--- src/rtl/core/shrf_pkg.sv ---
package shrf_pkg;

  // opcode codes
  localparam logic OP_SHR  = 1'b0;
  localparam logic OP_SHRD = 1'b1;

  // operand size codes for shr; any other code runs at 32 bit
  localparam logic [1:0] WSEL_8  = 2'd0;
  localparam logic [1:0] WSEL_16 = 2'd1;
  localparam logic [1:0] WSEL_32 = 2'd2;

  localparam int unsigned CNT_W = 5;  // count is masked to five bits

  typedef struct packed {
    logic        opcode;
    logic [1:0]  width_sel;
    logic [31:0] dest_value;
    logic [31:0] fill_value;
    logic [7:0]  shift_count;
  } in_item_t;

  typedef struct packed {
    logic [31:0] result;
    logic        flags_written;
    logic        carry_flag;
    logic        overflow_written;
    logic        overflow_flag;
    logic        sign_flag;
    logic        zero_flag;
    logic        parity_flag;
  } out_item_t;

endpackage

--- src/rtl/core/shrf_ifs.sv ---
interface shrf_in_if;
  logic        valid;
  logic        ready;
  logic        opcode;
  logic [1:0]  width_sel;
  logic [31:0] dest_value;
  logic [31:0] fill_value;
  logic [7:0]  shift_count;

  modport source (
    output valid, opcode, width_sel, dest_value, fill_value, shift_count,
    input  ready
  );
  modport sink (
    input  valid, opcode, width_sel, dest_value, fill_value, shift_count,
    output ready
  );
endinterface

interface shrf_out_if;
  logic        valid;
  logic        ready;
  logic [31:0] result;
  logic        flags_written;
  logic        carry_flag;
  logic        overflow_written;
  logic        overflow_flag;
  logic        sign_flag;
  logic        zero_flag;
  logic        parity_flag;

  modport source (
    output valid, result, flags_written, carry_flag, overflow_written,
           overflow_flag, sign_flag, zero_flag, parity_flag,
    input  ready
  );
  modport sink (
    input  valid, result, flags_written, carry_flag, overflow_written,
           overflow_flag, sign_flag, zero_flag, parity_flag,
    output ready
  );
endinterface

--- src/rtl/core/shrf_calc.sv ---
// Barrel shift plus flag reduction, purely combinational.
module shrf_calc import shrf_pkg::*; (
  input  in_item_t  item,
  output out_item_t res
);

  logic [CNT_W-1:0] cnt;
  logic [31:0]      mask;
  logic [4:0]       topbit;
  logic [31:0]      d;
  logic [63:0]      pair;
  logic [31:0]      r;
  logic [CNT_W-1:0] cf_idx;

  always_comb begin
    cnt = item.shift_count[CNT_W-1:0];

    // shrd always runs at 32 bit
    mask   = 32'hffff_ffff;
    topbit = 5'd31;
    if (item.opcode == OP_SHR) begin
      case (item.width_sel)
        WSEL_8: begin
          mask   = 32'h0000_00ff;
          topbit = 5'd7;
        end
        WSEL_16: begin
          mask   = 32'h0000_ffff;
          topbit = 5'd15;
        end
        default: begin
          mask   = 32'hffff_ffff;
          topbit = 5'd31;
        end
      endcase
    end

    d      = item.dest_value & mask;
    // fill bits enter from above; for shr the upper half is zero
    pair   = (item.opcode == OP_SHRD) ? ({item.fill_value, d} >> cnt)
                                      : ({32'd0, d} >> cnt);
    r      = pair[31:0];
    cf_idx = cnt - CNT_W'(1);

    res = '0;
    if (cnt == '0) begin
      res.result = d;
    end else begin
      res.result         = r;
      res.flags_written  = 1'b1;
      res.carry_flag     = d[cf_idx];
      res.sign_flag      = r[topbit];
      res.zero_flag      = ((r & mask) == 32'd0);
      res.parity_flag    = ~^r[7:0];
      if (cnt == CNT_W'(1)) begin
        res.overflow_written = 1'b1;
        res.overflow_flag    = (item.opcode == OP_SHRD) ? (d[31] ^ r[31]) : d[topbit];
      end
    end
  end

endmodule

--- src/rtl/core/x86_shift_right_flags_unit_core.sv ---
// Path: a beat accepted from in_ch passes the input register, then the result register,
//   before it shows at out_ch; a stalled output side can hold it in either register.
// Throughput: one beat per cycle while out_ch.ready is high; set by the two-register pipeline
//   with a single pass of shift and flag logic between them.
// Reset: synchronous, active low; clears both valid bits, payload registers keep data.
module x86_shift_right_flags_unit_core import shrf_pkg::*; (
  input  logic          clk,
  input  logic          rst_n,
  shrf_in_if.sink       in_ch,
  shrf_out_if.source    out_ch
);

  // Stage 1: input register holding the accepted beat.
  logic      s1_valid_r, s1_valid_nxt;
  in_item_t  s1_item_r;
  in_item_t  in_item;

  // Stage 2: result register facing the output channel.
  logic      out_valid_r, out_valid_nxt;
  out_item_t out_item_r;
  out_item_t calc_res;

  logic      s1_ready;
  logic      s2_ready;

  // Each stage advances when it is empty or its contents move on this cycle,
  // so a full pipeline still takes a new beat every cycle while out_ch.ready is high.
  assign s2_ready = !out_valid_r || out_ch.ready;
  assign s1_ready = !s1_valid_r || s2_ready;

  assign in_ch.ready = s1_ready;

  assign in_item.opcode      = in_ch.opcode;
  assign in_item.width_sel   = in_ch.width_sel;
  assign in_item.dest_value  = in_ch.dest_value;
  assign in_item.fill_value  = in_ch.fill_value;
  assign in_item.shift_count = in_ch.shift_count;

  // Shift and flags from the registered beat.
  shrf_calc u_calc (
    .item (s1_item_r),
    .res  (calc_res)
  );

  always_comb begin
    s1_valid_nxt  = s1_valid_r;
    out_valid_nxt = out_valid_r;
    if (s1_ready) begin
      s1_valid_nxt = in_ch.valid;
    end
    if (s2_ready) begin
      out_valid_nxt = s1_valid_r;
    end
  end

  always_ff @(posedge clk) begin
    if (!rst_n) begin
      s1_valid_r  <= 1'b0;
      out_valid_r <= 1'b0;
    end else begin
      s1_valid_r  <= s1_valid_nxt;
      out_valid_r <= out_valid_nxt;
    end
  end

  // Payload: loaded only on a move, no reset needed.
  always_ff @(posedge clk) begin
    if (s1_ready && in_ch.valid) begin
      s1_item_r <= in_item;
    end
    if (s2_ready && s1_valid_r) begin
      out_item_r <= calc_res;
    end
  end

  assign out_ch.valid            = out_valid_r;
  assign out_ch.result           = out_item_r.result;
  assign out_ch.flags_written    = out_item_r.flags_written;
  assign out_ch.carry_flag       = out_item_r.carry_flag;
  assign out_ch.overflow_written = out_item_r.overflow_written;
  assign out_ch.overflow_flag    = out_item_r.overflow_flag;
  assign out_ch.sign_flag        = out_item_r.sign_flag;
  assign out_ch.zero_flag        = out_item_r.zero_flag;
  assign out_ch.parity_flag      = out_item_r.parity_flag;

endmodule

--- src/flat_wrapper.sv ---
// flat-port wrapper written by rule: the top's interface ports become plain ports
module x86_shift_right_flags_unit_core_flat import shrf_pkg::*;
  (clk, rst_n, in_ch_valid, in_ch_opcode, in_ch_width_sel, in_ch_dest_value, in_ch_fill_value, in_ch_shift_count, in_ch_ready, out_ch_valid, out_ch_result, out_ch_flags_written, out_ch_carry_flag, out_ch_overflow_written, out_ch_overflow_flag, out_ch_sign_flag, out_ch_zero_flag, out_ch_parity_flag, out_ch_ready);
  shrf_in_if in_ch_i ();
  shrf_out_if out_ch_i ();
  input  logic clk;
  input  logic rst_n;
  input wire logic [$bits(in_ch_i.valid)-1:0] in_ch_valid;
  input wire logic [$bits(in_ch_i.opcode)-1:0] in_ch_opcode;
  input wire logic [$bits(in_ch_i.width_sel)-1:0] in_ch_width_sel;
  input wire logic [$bits(in_ch_i.dest_value)-1:0] in_ch_dest_value;
  input wire logic [$bits(in_ch_i.fill_value)-1:0] in_ch_fill_value;
  input wire logic [$bits(in_ch_i.shift_count)-1:0] in_ch_shift_count;
  output wire logic [$bits(in_ch_i.ready)-1:0] in_ch_ready;
  output wire logic [$bits(out_ch_i.valid)-1:0] out_ch_valid;
  output wire logic [$bits(out_ch_i.result)-1:0] out_ch_result;
  output wire logic [$bits(out_ch_i.flags_written)-1:0] out_ch_flags_written;
  output wire logic [$bits(out_ch_i.carry_flag)-1:0] out_ch_carry_flag;
  output wire logic [$bits(out_ch_i.overflow_written)-1:0] out_ch_overflow_written;
  output wire logic [$bits(out_ch_i.overflow_flag)-1:0] out_ch_overflow_flag;
  output wire logic [$bits(out_ch_i.sign_flag)-1:0] out_ch_sign_flag;
  output wire logic [$bits(out_ch_i.zero_flag)-1:0] out_ch_zero_flag;
  output wire logic [$bits(out_ch_i.parity_flag)-1:0] out_ch_parity_flag;
  input wire logic [$bits(out_ch_i.ready)-1:0] out_ch_ready;
  assign in_ch_i.valid = in_ch_valid;
  assign in_ch_i.opcode = in_ch_opcode;
  assign in_ch_i.width_sel = in_ch_width_sel;
  assign in_ch_i.dest_value = in_ch_dest_value;
  assign in_ch_i.fill_value = in_ch_fill_value;
  assign in_ch_i.shift_count = in_ch_shift_count;
  assign in_ch_ready = in_ch_i.ready;
  assign out_ch_valid = out_ch_i.valid;
  assign out_ch_result = out_ch_i.result;
  assign out_ch_flags_written = out_ch_i.flags_written;
  assign out_ch_carry_flag = out_ch_i.carry_flag;
  assign out_ch_overflow_written = out_ch_i.overflow_written;
  assign out_ch_overflow_flag = out_ch_i.overflow_flag;
  assign out_ch_sign_flag = out_ch_i.sign_flag;
  assign out_ch_zero_flag = out_ch_i.zero_flag;
  assign out_ch_parity_flag = out_ch_i.parity_flag;
  assign out_ch_i.ready = out_ch_ready;
  x86_shift_right_flags_unit_core u_core (.clk(clk), .rst_n(rst_n), .in_ch(in_ch_i), .out_ch(out_ch_i));
endmodule
--- config.mk ---
export PLATFORM = sky130hd
export DESIGN_NAME = x86_shift_right_flags_unit_core_flat
export DESIGN_NICKNAME = d
export VERILOG_FILES = /design/src/rtl/core/shrf_pkg.sv /design/src/rtl/core/shrf_ifs.sv /design/src/rtl/core/shrf_calc.sv /design/src/rtl/core/x86_shift_right_flags_unit_core.sv /design/src/flat_wrapper.sv
export SDC_FILE = /design/constraint.sdc
export NUM_CORES = 1
export LEC_CHECK = 0
export BUFFER_PORTS_ARGS = -buffer_cell sky130_fd_sc_hd__buf_2
export CORE_UTILIZATION = 50
export CTS_CLUSTER_SIZE = 12
export DETAILED_ROUTE_END_ITERATION = 6
export GPL_TIMING_DRIVEN = 1
export PLACE_DENSITY = 0.74
export REMOVE_ABC_BUFFERS = 1
export SKIP_LAST_GASP = 1
export SYNTH_ARGS = -nofsm -noshare
export SYNTH_HDL_FRONTEND = slang
export SYNTH_SLANG_ARGS = --single-unit
--- constraint.sdc ---
create_clock -name clk -period 3.8 [get_ports clk]
set_input_delay 0.38 -clock clk [delete_from_list [all_inputs] [get_ports clk]]
set_output_delay 0.38 -clock clk [all_outputs]
set_load 0.03 [all_outputs]
==> results of run 1 <==
## synthesized netlist by cell type (6+ instances only)
| master | n | area share, % |
|---|---|---|
| a211oi_1 | 8 | 0.74 |
| a21oi_1 | 63 | 3.9 |
| a31oi_1 | 9 | 0.70 |
| and2_1 | 6 | 0.47 |
| and3_1 | 6 | 0.47 |
| buf_1 | 8 | 0.37 |
| buf_2 | 9 | 0.56 |
| buf_4 | 15 | 1.4 |
| clkbuf_1 | 28 | 1.3 |
| edfxtp_1 | 110 | 41 |
| ha_1 | 6 | 0.93 |
| inv_1 | 6 | 0.28 |
| mux2_2 | 36 | 5.0 |
| mux2i_1 | 45 | 5.6 |
| mux4_2 | 39 | 11 |
| nand2_1 | 70 | 3.3 |
| nand3_1 | 26 | 1.6 |
| nor2_1 | 55 | 2.6 |
| nor2b_1 | 9 | 0.70 |
| nor3_1 | 20 | 1.2 |
| o211ai_1 | 6 | 0.56 |
| o21ai_0 | 40 | 2.5 |
| o22a_1 | 6 | 0.65 |
| o22ai_1 | 12 | 0.93 |
## state kept, by name, summed over array words and instances, names as in the netlist
signal and cells:
u_core.out_ch.carry_flag 1, u_core.s1_item_r 71, u_core.out_ch.overflow_written 1, u_core.out_ch.result 32, u_core.out_ch.flags_written 1, u_core.out_ch.parity_flag 1
u_core.out_ch.valid 1, u_core.out_ch.zero_flag 1, u_core.out_ch.sign_flag 1, u_core.s1_valid_r 1, u_core.out_ch.overflow_flag 1
## layer usage
| metal | routed length [um] | track usage (%) |
|---|---|---|
| met5 | 0 | 0 |
| met2 | 10700 | 44.3 |
| met1 | 10500 | 45.7 |
| met3 | 3140 | 7.68 |
| met4 | 694 | 10.7 |
## cell families after synthesis
family,Yosys count,synth area share (%)
compound gates,209,17.2
xor+xnor,5,0.543
fa+ha+maj,6,0.930
buf+inv,73,4.76
flops,112,41.4
mux,126,23.3
simple gates,210,11.9
## per-stage QoR
stage | TNS, ns | hold WS [ns] | power (mW)
global placement | 0 | 0.502 | 2.49
floorplan | -46.47 | 0.477 | 2.16
detailed placement | 0 | 0.523 | 2.50
CTS | 0 | 0.178 | 3.39
finish | 0 | 0.181 | 3.40
global route | 0 | 0.171 | 3.52
## power by group through the flow
stage | Clock, mW | Sequential, mW | Combinational (mW)
5_1_grt | 0.953 | 1.53 | 1.04
6_report | 0.902 | 1.53 | 0.976
2_1_floorplan | 0 | 1.64 | 0.518
3_3_place_gp | 0 | 1.55 | 0.942
4_1_cts | 0.912 | 1.52 | 0.952
3_5_place_dp | 0 | 1.55 | 0.947
## timing repair
action                     in CTS  in global routing
resized for setup               0                  1
hold buffers                    0                  0
setup endpoints to repair       0                  1
## final timing paths
path	from	to	slack [ns]
max	u_core.s1_item_r[0]	u_core.out_ch.zero_flag	0.19
min	in_ch_fill_value[13]	u_core.s1_item_r[21]	0.18
max reg2reg	u_core.s1_item_r[0]	u_core.out_ch.zero_flag	0.19
min reg2reg	u_core.s1_valid_r	u_core.out_ch.valid	0.54
## critical path, stage by stage (launching register included)
cell and delay (ns):
edfxtp_1 0.37, buf_12 0.21, mux2_2 0.35, a2bb2oi_1 0.31, o21ai_0 0.22, a221oi_1 0.36
buf_4 0.18, o21a_1 0.15, ha_1 0.17, nand4_1 0.10, nor2_1 0.13, nand3_1 0.08
or4_1 0.55, nor3_2 0.24
## final cells by class
type	count	share of cell area [%]
sequential	112	35.8
tap	216	2.89
timing repair buffer	166	11.5
inverter	8	0.321
clock inverter	4	0.308
multi-input combinational	556	46.6
clock buffer	12	2.64
==> qor.csv, run 1 <==
stage,metric,value,unit
clock_tree,clock_latency,0.37,ns
layout,final_common_cell,buf_2,
yosys,synth_cells,741,
yosys,avgSynthCellArea,10.9,um^2
setup_path,required,3.99,ns
clock_tree,root_buffer,clkbuf_16,
layout,diodes,0,
placement,io_buffers,115,
layout,final_cell_mix,"buf_2, edfxtp_1, nand2_1, a21oi_1, nor2_1",
grt,track_usage,30.9,%
sta,setup_ws,0.194,ns
clock_tree,htreeDepth,3,
grt,overflow,0,
grt,grt_pass1_wl,37700,um
layout,areaGrowthSynthToFinish,15.8,%
drt,drt-initial-drc-count,776,
power,p_per_area,364,nW/um^2
sta,fmax,277,MHz
drt,vias,7004,
floorplan,die_y,129,um
layout,finalNonFillerCells,1074,
setup_path,cp_max_fo,22,
job,drv_cap,0,
layout,multi_input_area,4360,um^2
yosys,synth_cell_types,73,
drt,drc,0,
clock_tree,post-cts-setup-buffers,0,
floorplan,initial_utilization,51.0,%
power,comb_power_share,28.7,%
sta,finClkSkew,0.0184,ns
floorplan,die-width,129,um
layout,fin_util,59.1,%
sta,final_max_slew_viol_count,0,
setup_path,r2r_cells,13,
power,p_int,2.33,mW
setup_path,crit_path_start_kind,flip-flop,
layout,fin_nets,938,
layout,final_layout_size_suffix_gt1_share,31.7,%
sta,grt_setup_unrepaired,false,
layout,stdcell_area,9350,um^2
placement,dp_worst_setup_slack,0.265,ns
clock_tree,cts_made_buffers,9,
sta,tightest_slew,1.08,ns
placement,dp.cells,1058,
floorplan,num_io_pins,120,
worst_hold_path,whs_path_depth,1,
placement,place.gp.congestion,1.01,
clock_tree,cts_tree,built,
yosys,ys_warn_count,0,
drt,wl,25000,um
drt,dr.pass1.iters,6,
setup_path,path_class,reg2reg,
clock_tree,cts_max_path_buffers,2,
sta,period_minus_slack,3.61,ns
yosys,synth_seq_cells,112,
placement,placed_area,9070,um^2
sta,setup_viol,0,
floorplan,core_area,15800,um^2
clock_tree,clk_pin_slew_worst_paths,0.08,ns
power,switching_share,31.5,%
drt,vias_per_cell,6.52,
yosys,synth_edf_count,110,
yosys,netlist_area,8070,um^2
worst_hold_path,worstHoldPathType,in2reg,
power,power.switching,1.07,mW
sta,timing.final.crit_share,94.9,%
floorplan,die_area,16700,um^2
placement,dp_hpwl,18500,um
grt,grt_pass1_vias,6421,
power,seqPwrFrac,44.8,%
power,power.leakage,3.57,nW
run_status,outcome,"finished, final reports clean",
setup_path,end_kind,flip-flop,
floorplan,rows,46,
power,clkPwrFrac,26.5,%
power,peakVddDrop,0.000205,V
clock_tree,cts.sinks,112,
grt,antenna_found_initial,0,
yosys,seq_area_frac_synth,41.4,%
sta,max_slew_margin,27.8,%
sta,hold_violations,0,
grt,grt_max_degree,72,
drt,antenna_left,0,
yosys,async_reset_ff_share,0,%
layout,fillers,1361,
layout,regArea,3340,um^2
yosys,synthFlopType,edfxtp_1,
drt,wire_per_inst,23.2,um
setup_path,cp_data_arrival_time,3.79,ns
Note: power is estimated with default switching activity, not from simulation.
==> run 2: changes to the inputs <==
Settings changed: PLACE_DENSITY 0.74 to unset, PLACE_DENSITY_LB_ADDON set to 0.08.
==> qor.csv, run 2 (synthesis gave the netlist of run 1 again) <==
stage,metric,value,unit,change
clock_tree,cts.sinks,112,,unchanged
grt,grt_pass1_wl,39900,um,+5.7%
setup_path,cp_data_arrival_time,3.80,ns,about the same
clock_tree,cts.repair.resized,0,,unchanged
placement,placed_area,9110,um^2,+0.48%
power,power.leakage,3.60,nW,+0.81%
sta,grt_setup_unrepaired,false,,
setup_path,slowest_stage,or4b_1,,
run_status,outcome,"finished, final reports clean",,
drt,vias_per_cell,6.65,,+1.9%
power,p_int,2.32,mW,-0.54%
setup_path,rrSetupSlack,0.19,ns,about the same
placement,io_buffers,115,,unchanged
setup_path,crit_buf_inv,3,,+1
sta,hold_violations,0,,unchanged
sta,setup_viol,0,,unchanged
setup_path,critical_path.startpoint,u_core.s1_item_r[0],,
clock_tree,cts_tree,built,,
layout,final_layout_size_suffix_gt1_share,32.1,%,+0.36 points
clock_tree,cts_made_buffers,9,,unchanged
clock_tree,holdBufCountCts,0,,unchanged
worst_hold_path,whs_path_depth,1,,unchanged
sta,max_slew_margin,27.5,%,-0.27 points
power,p_per_area,362,nW/um^2,-0.45%
setup_path,r2r_start,u_core.s1_item_r[0],,
drt,vias,7180,,+2.5%
power,comb_power_share,28.9,%,+0.2 points
setup_path,path_class,reg2reg,,
grt,grt_pass1_vias,6686,,+4.1%
sta,timing.final.crit_share,94.9,%,about the same
clock_tree,root_buffer,clkbuf_16,,
grt,track_usage,33.0,%,+2.0 points
drt,dr.pass1.iters,6,,unchanged
floorplan,die-width,129,um,unchanged
setup_path,timing.rr.end,u_core.out_ch.zero_flag,,
layout,final_common_cell,buf_2,,
floorplan,num_io_pins,120,,unchanged
layout,fin_nets,944,,+0.64%
sta,tightest_slew,1.09,ns,+0.00404 ns
floorplan,initial_utilization,51.0,%,unchanged
clock_tree,clk_pin_slew_worst_paths,0.08,ns,about the same
floorplan,die_area,16700,um^2,unchanged
grt,overflow,0,,unchanged
layout,largest-register,u_core.s1_item_r,,
setup_path,slowest_delay,0.61,ns,+0.06 ns
placement,dp_hpwl,20200,um,+9.0%
drt,drc,0,,unchanged
setup_path,end_kind,flip-flop,,
power,switching_share,31.8,%,+0.32 points
sta,fmax,277,MHz,about the same
sta,fin_setup_tns,0,ns,unchanged
clock_tree,htreeDepth,3,,unchanged
drt,drt-initial-drc-count,850,,+9.5%
placement,place.gp.congestion,0.919,,-9.2%
drt,wire_per_inst,24.9,um,+7.1%
setup_path,r2r_cells,11,,-2
power,power.switching,1.08,mW,+0.96%
setup_path,cp_max_fo,24,,+9.1%
layout,stdcell_area,9390,um^2,+0.39%
clock_tree,cts_max_path_buffers,2,,unchanged
floorplan,core_area,15800,um^2,unchanged
layout,diodes,0,,unchanged
setup_path,required,4.00,ns,about the same
sta,period_minus_slack,3.61,ns,+0.0000910 ns
grt,grt_max_degree,72,,unchanged
worst_hold_path,min_to,u_core.s1_item_r[38],,
layout,fin_util,59.3,%,+0.23 points
power,finalPower,3.40,mW,about the same
sta,finClkSkew,0.0119,ns,-0.00647 ns
floorplan,rows,46,,unchanged
drt,wl,26900,um,+7.7%
drt,antenna_left,0,,unchanged
setup_path,cp_cell_sequence,buf_12 > buf_12 > buf_4 > mux4_2 > nand2_1 > o21ai_0 > and3_1 > nor3_1 > nand2_1 > or4b_1 > nor3_2,,
power,clkPwrFrac,26.0,%,-0.5 points
clock_tree,clock_latency,0.36,ns,about the same
grt,antenna_found_initial,0,,unchanged
sta,final_max_slew_viol_count,0,,unchanged
clock_tree,post-cts-setup-buffers,0,,unchanged
floorplan,die_y,129,um,unchanged
layout,fillers,1328,,-2.4%
layout,largest_reg_flops,71,,unchanged
worst_hold_path,worstHoldPathType,in2reg,,
power,seqPwrFrac,45.1,%,+0.3 points
setup_path,cp_top_family,simple AND/OR/NAND/NOR gates,,
job,drv_cap,0,,unchanged
layout,final_cell_mix,"buf_2, edfxtp_1, nand2_1, a21oi_1, nor2_1",,
layout,areaGrowthSynthToFinish,16.3,%,
sta,holdWs,0.188,ns,+0.00719 ns
setup_path,crit_path_start_kind,flip-flop,,
power,peakVddDrop,0.000320,V,+56%
worst_hold_path,hp-start,in_ch_fill_value[30],,
## run 2: power by group through the flow
stage / Clock (mW) / Sequential [mW] / Combinational, mW
2_1_floorplan: 0 / 1.64 / 0.518
3_3_place_gp: 0 / 1.55 / 0.948
3_5_place_dp: 0 / 1.56 / 0.955
4_1_cts: 0.900 / 1.53 / 0.963
5_1_grt: 0.942 / 1.54 / 1.04
6_report: 0.884 / 1.54 / 0.982
## run 2: cell type report
type,instances,area (um^2),share of cell area (%)
repair buffers,172,1120,11.9
inverters,8,30.0,0.320
well taps,216,270,2.88
clock inverters,6,42.5,0.453
clock buffers,10,229,2.44
multi-input cells,556,4350,46.4
flip-flops and latches,112,3340,35.6
## run 2: per-layer routing
metal	track usage (%)	part of all wire [%]	vias to the layer above	wire, um
met2	49.8	45	478	12000
li1	-	-	3160	-
met5	0	0	-	0
met4	11.5	3.0	0	816
met1	47.5	43	3479	11500
met3	6.48	9.6	63	2590
## run 2: per-stage QoR
stage               setup WS, ns  std cells
floorplan                  -1.81        676
global placement           0.284       1064
detailed placement         0.239       1064
CTS                        0.210       1080
global route             0.00881       1080
finish                     0.194       1080
## run 2: worst max path at each step
stage                               to  cells after the start
6_report       u_core.out_ch.zero_flag                     11
5_1_grt        u_core.out_ch.zero_flag                     11
4_1_cts        u_core.out_ch.zero_flag                     12
3_5_place_dp   u_core.out_ch.zero_flag                     11
3_3_place_gp   u_core.out_ch.zero_flag                     11
2_1_floorplan  u_core.out_ch.zero_flag                     11
==> run 3: changes to the inputs <==
Settings changed: SYNTH_HIERARCHICAL set to 1.
==> qor.csv, run 3 <==
stage,metric,value,unit,change
floorplan,die_y,129,um,-0.24%
sta,period_minus_slack,3.71,ns,+0.106 ns
setup_path,crit_path_start_kind,flip-flop,,
clock_tree,holdBufCountCts,0,,unchanged
floorplan,core_area,15400,um^2,-2.5%
layout,regArea,3340,um^2,unchanged
drt,wl,26300,um,-2.3%
grt,track_usage,32.6,%,-0.33 points
setup_path,r2r_cells,14,,+3
power,seqPwrFrac,43.8,%,-1.3 points
sta,final_max_slew_viol_count,0,,unchanged
layout,stdcell_area,9360,um^2,-0.27%
layout,largest-register,u_core/s1_item_r,,
sta,holdWs,0.187,ns,-0.000377 ns
clock_tree,cts.repair.resized,0,,unchanged
clock_tree,clk_pin_slew_worst_paths,0.08,ns,about the same
sta,finClkSkew,0.0122,ns,+0.000350 ns
layout,fillers,1290,,-2.9%
power,p_int,2.38,mW,+2.7%
worst_hold_path,worstHoldPathType,in2reg,,
power,power.switching,1.11,mW,+2.3%
clock_tree,cts_made_buffers,9,,unchanged
sta,setup_viol,0,,unchanged
sta,tightest_slew,1.11,ns,+0.0236 ns
setup_path,cp_data_arrival_time,3.90,ns,+0.10 ns
setup_path,end_kind,flip-flop,,
yosys,ys_warn_count,6,,+6
layout,largest_reg_flops,71,,unchanged
sta,hold_violations,0,,unchanged
sta,timing.final.crit_share,97.7,%,+2.8 points
power,p_per_area,373,nW/um^2,+2.9%
worst_hold_path,hp-start,in_ch_fill_value[26],,
setup_path,r2r_start,u_core/s1_item_r[2],,
setup_path,timing.rr.end,u_core/out_ch.zero_flag,,
grt,grt_pass1_wl,39300,um,-1.5%
clock_tree,cts_tree,built,,
clock_tree,post-cts-setup-buffers,0,,unchanged
worst_hold_path,whs_path_depth,1,,unchanged
layout,final_layout_size_suffix_gt1_share,31.2,%,-0.89 points
setup_path,path_class,reg2reg,,
setup_path,required,3.98,ns,-0.02 ns
clock_tree,cts.sinks,112,,unchanged
grt,grt_max_degree,40,,-44%
clock_tree,htreeDepth,3,,unchanged
power,comb_power_share,27.8,%,-1.1 points
power,clkPwrFrac,28.4,%,+2.4 points
job,drv_cap,0,,unchanged
layout,areaGrowthSynthToFinish,16.5,%,
worst_hold_path,min_to,u_core/s1_item_r[34],,
setup_path,rrSetupSlack,0.09,ns,-0.11 ns
grt,grt_pass1_vias,6512,,-2.6%
drt,antenna_left,0,,unchanged
floorplan,num_io_pins,120,,unchanged
sta,max_slew_margin,25.9,%,-1.6 points
layout,fin_nets,927,,-1.8%
placement,place.gp.congestion,0.985,,+7.2%
grt,overflow,0,,unchanged
layout,final_common_cell,buf_2,,
yosys,netlist_area,8030,um^2,-0.48%
drt,vias,7022,,-2.2%
yosys,avgSynthCellArea,11.1,um^2,+2.0%
floorplan,rows,45,,-2.2%
drt,dr.pass1.iters,6,,unchanged
clock_tree,cts_max_path_buffers,2,,unchanged
clock_tree,clock_latency,0.36,ns,about the same
setup_path,cp_max_fo,39,,+63%
floorplan,initial_utilization,52.1,%,+1.1 points
placement,io_buffers,115,,unchanged
grt,antenna_found_initial,0,,unchanged
drt,vias_per_cell,6.64,,-0.17%
yosys,synth_cells,723,,-2.4%
drt,wire_per_inst,24.8,um,-0.31%
floorplan,die_area,16600,um^2,-0.47%
power,switching_share,31.7,%,-0.085 points
floorplan,die-width,129,um,-0.24%
sta,fmax,269,MHz,-2.8%
power,power.leakage,3.58,nW,-0.51%
layout,diodes,0,,unchanged
layout,final_cell_mix,"buf_2, edfxtp_1, nand2_1, mux2i_1, a21oi_1",,
clock_tree,root_buffer,clkbuf_16,,
placement,placed_area,9050,um^2,-0.71%
placement,dp_hpwl,19900,um,-1.1%
sta,grt_setup_unrepaired,false,,
layout,multi_input_area,4340,um^2,-0.43%
sta,fin_setup_tns,0,ns,unchanged
power,peakVddDrop,0.000363,V,+13%
run_status,outcome,"finished, final reports clean",,
drt,drc,0,,unchanged
drt,drt-initial-drc-count,1105,,+30%
==> run 3: cell count changes in the layout (fill, tap and decap cells not counted), sizes merged, moves of 8 or more <==
cell / before / now
nor3: 21 / 13
nor2: 55 / 46
mux2i: 45 / 57
mux2: 37 / 17
nand2: 70 / 58
==> run 3: cell type report <==
type	count	share of cell area [%]
Inverter	8	0.321
Multi-Input combinational cell	541	46.3
Sequential cell	112	35.7
Clock buffer	9	2.41
Timing Repair Buffer	170	11.5
Clock inverter	7	0.922
Tap cell	211	2.82
==> run 3: worst max-delay path, cell delays in order, from the launching register on <==
cell	delay (ns)
edfxtp_1	0.38
buf_12	0.26
mux2i_1	0.35
mux2_2	0.26
o21ai_0	0.14
a211oi_1	0.23
nor2_1	0.10
o21ai_0	0.47
ha_1	0.26
nand4_1	0.11
nor2_1	0.16
nand2_1	0.09
nor4b_2	0.28
nand4bb_1	0.14
nor4_2	0.27
==> run 3: how the worst max path moves through the flow <==
stage | startpoint | end | slack [ns]
global placement | u_core/s1_item_r[0] | u_core/out_ch.zero_flag | 0.33
floorplan | u_core/s1_item_r[0] | u_core/out_ch.zero_flag | -1.54
detailed placement | u_core/s1_item_r[0] | u_core/out_ch.zero_flag | 0.29
finish | u_core/s1_item_r[2] | u_core/out_ch.zero_flag | 0.09
CTS | u_core/s1_item_r[0] | u_core/out_ch.zero_flag | 0.25
global route | u_core/s1_item_r[3] | u_core/out_ch.zero_flag | 0.002
==> run 3: layer usage <==
layer  up-vias  track usage, %  part of all wire (%)
met5         -               0                     0
met4         0            11.4                   3.1
met3        65            8.36                    10
met2       469            47.6                    43
met1      3374            47.2                    43
li1       3114               -                     -
==> run 3: through the flow <==
stage                     setup WS (ns)  std cells  power, mW  util [%]
after floorplan                   -1.54        661       2.15         -
after global placement            0.328       1042       2.48      58.7
after detailed placement          0.287       1042       2.49      58.7
after CTS                         0.252       1058       3.49      60.7
after global routing            0.00220       1058       3.61      60.7
final                            0.0882       1058       3.49      60.7
==> run 3: power groups by stage <==
| stage | combinational [mW] | sequential [mW] | clock [mW] |
|---|---|---|---|
| finish | 0.969 | 1.53 | 0.993 |
| global route | 1.02 | 1.54 | 1.06 |
| CTS | 0.945 | 1.53 | 1.02 |
| detailed placement | 0.941 | 1.55 | 0 |
| global placement | 0.934 | 1.55 | 0 |
| floorplan | 0.505 | 1.65 | 0 |
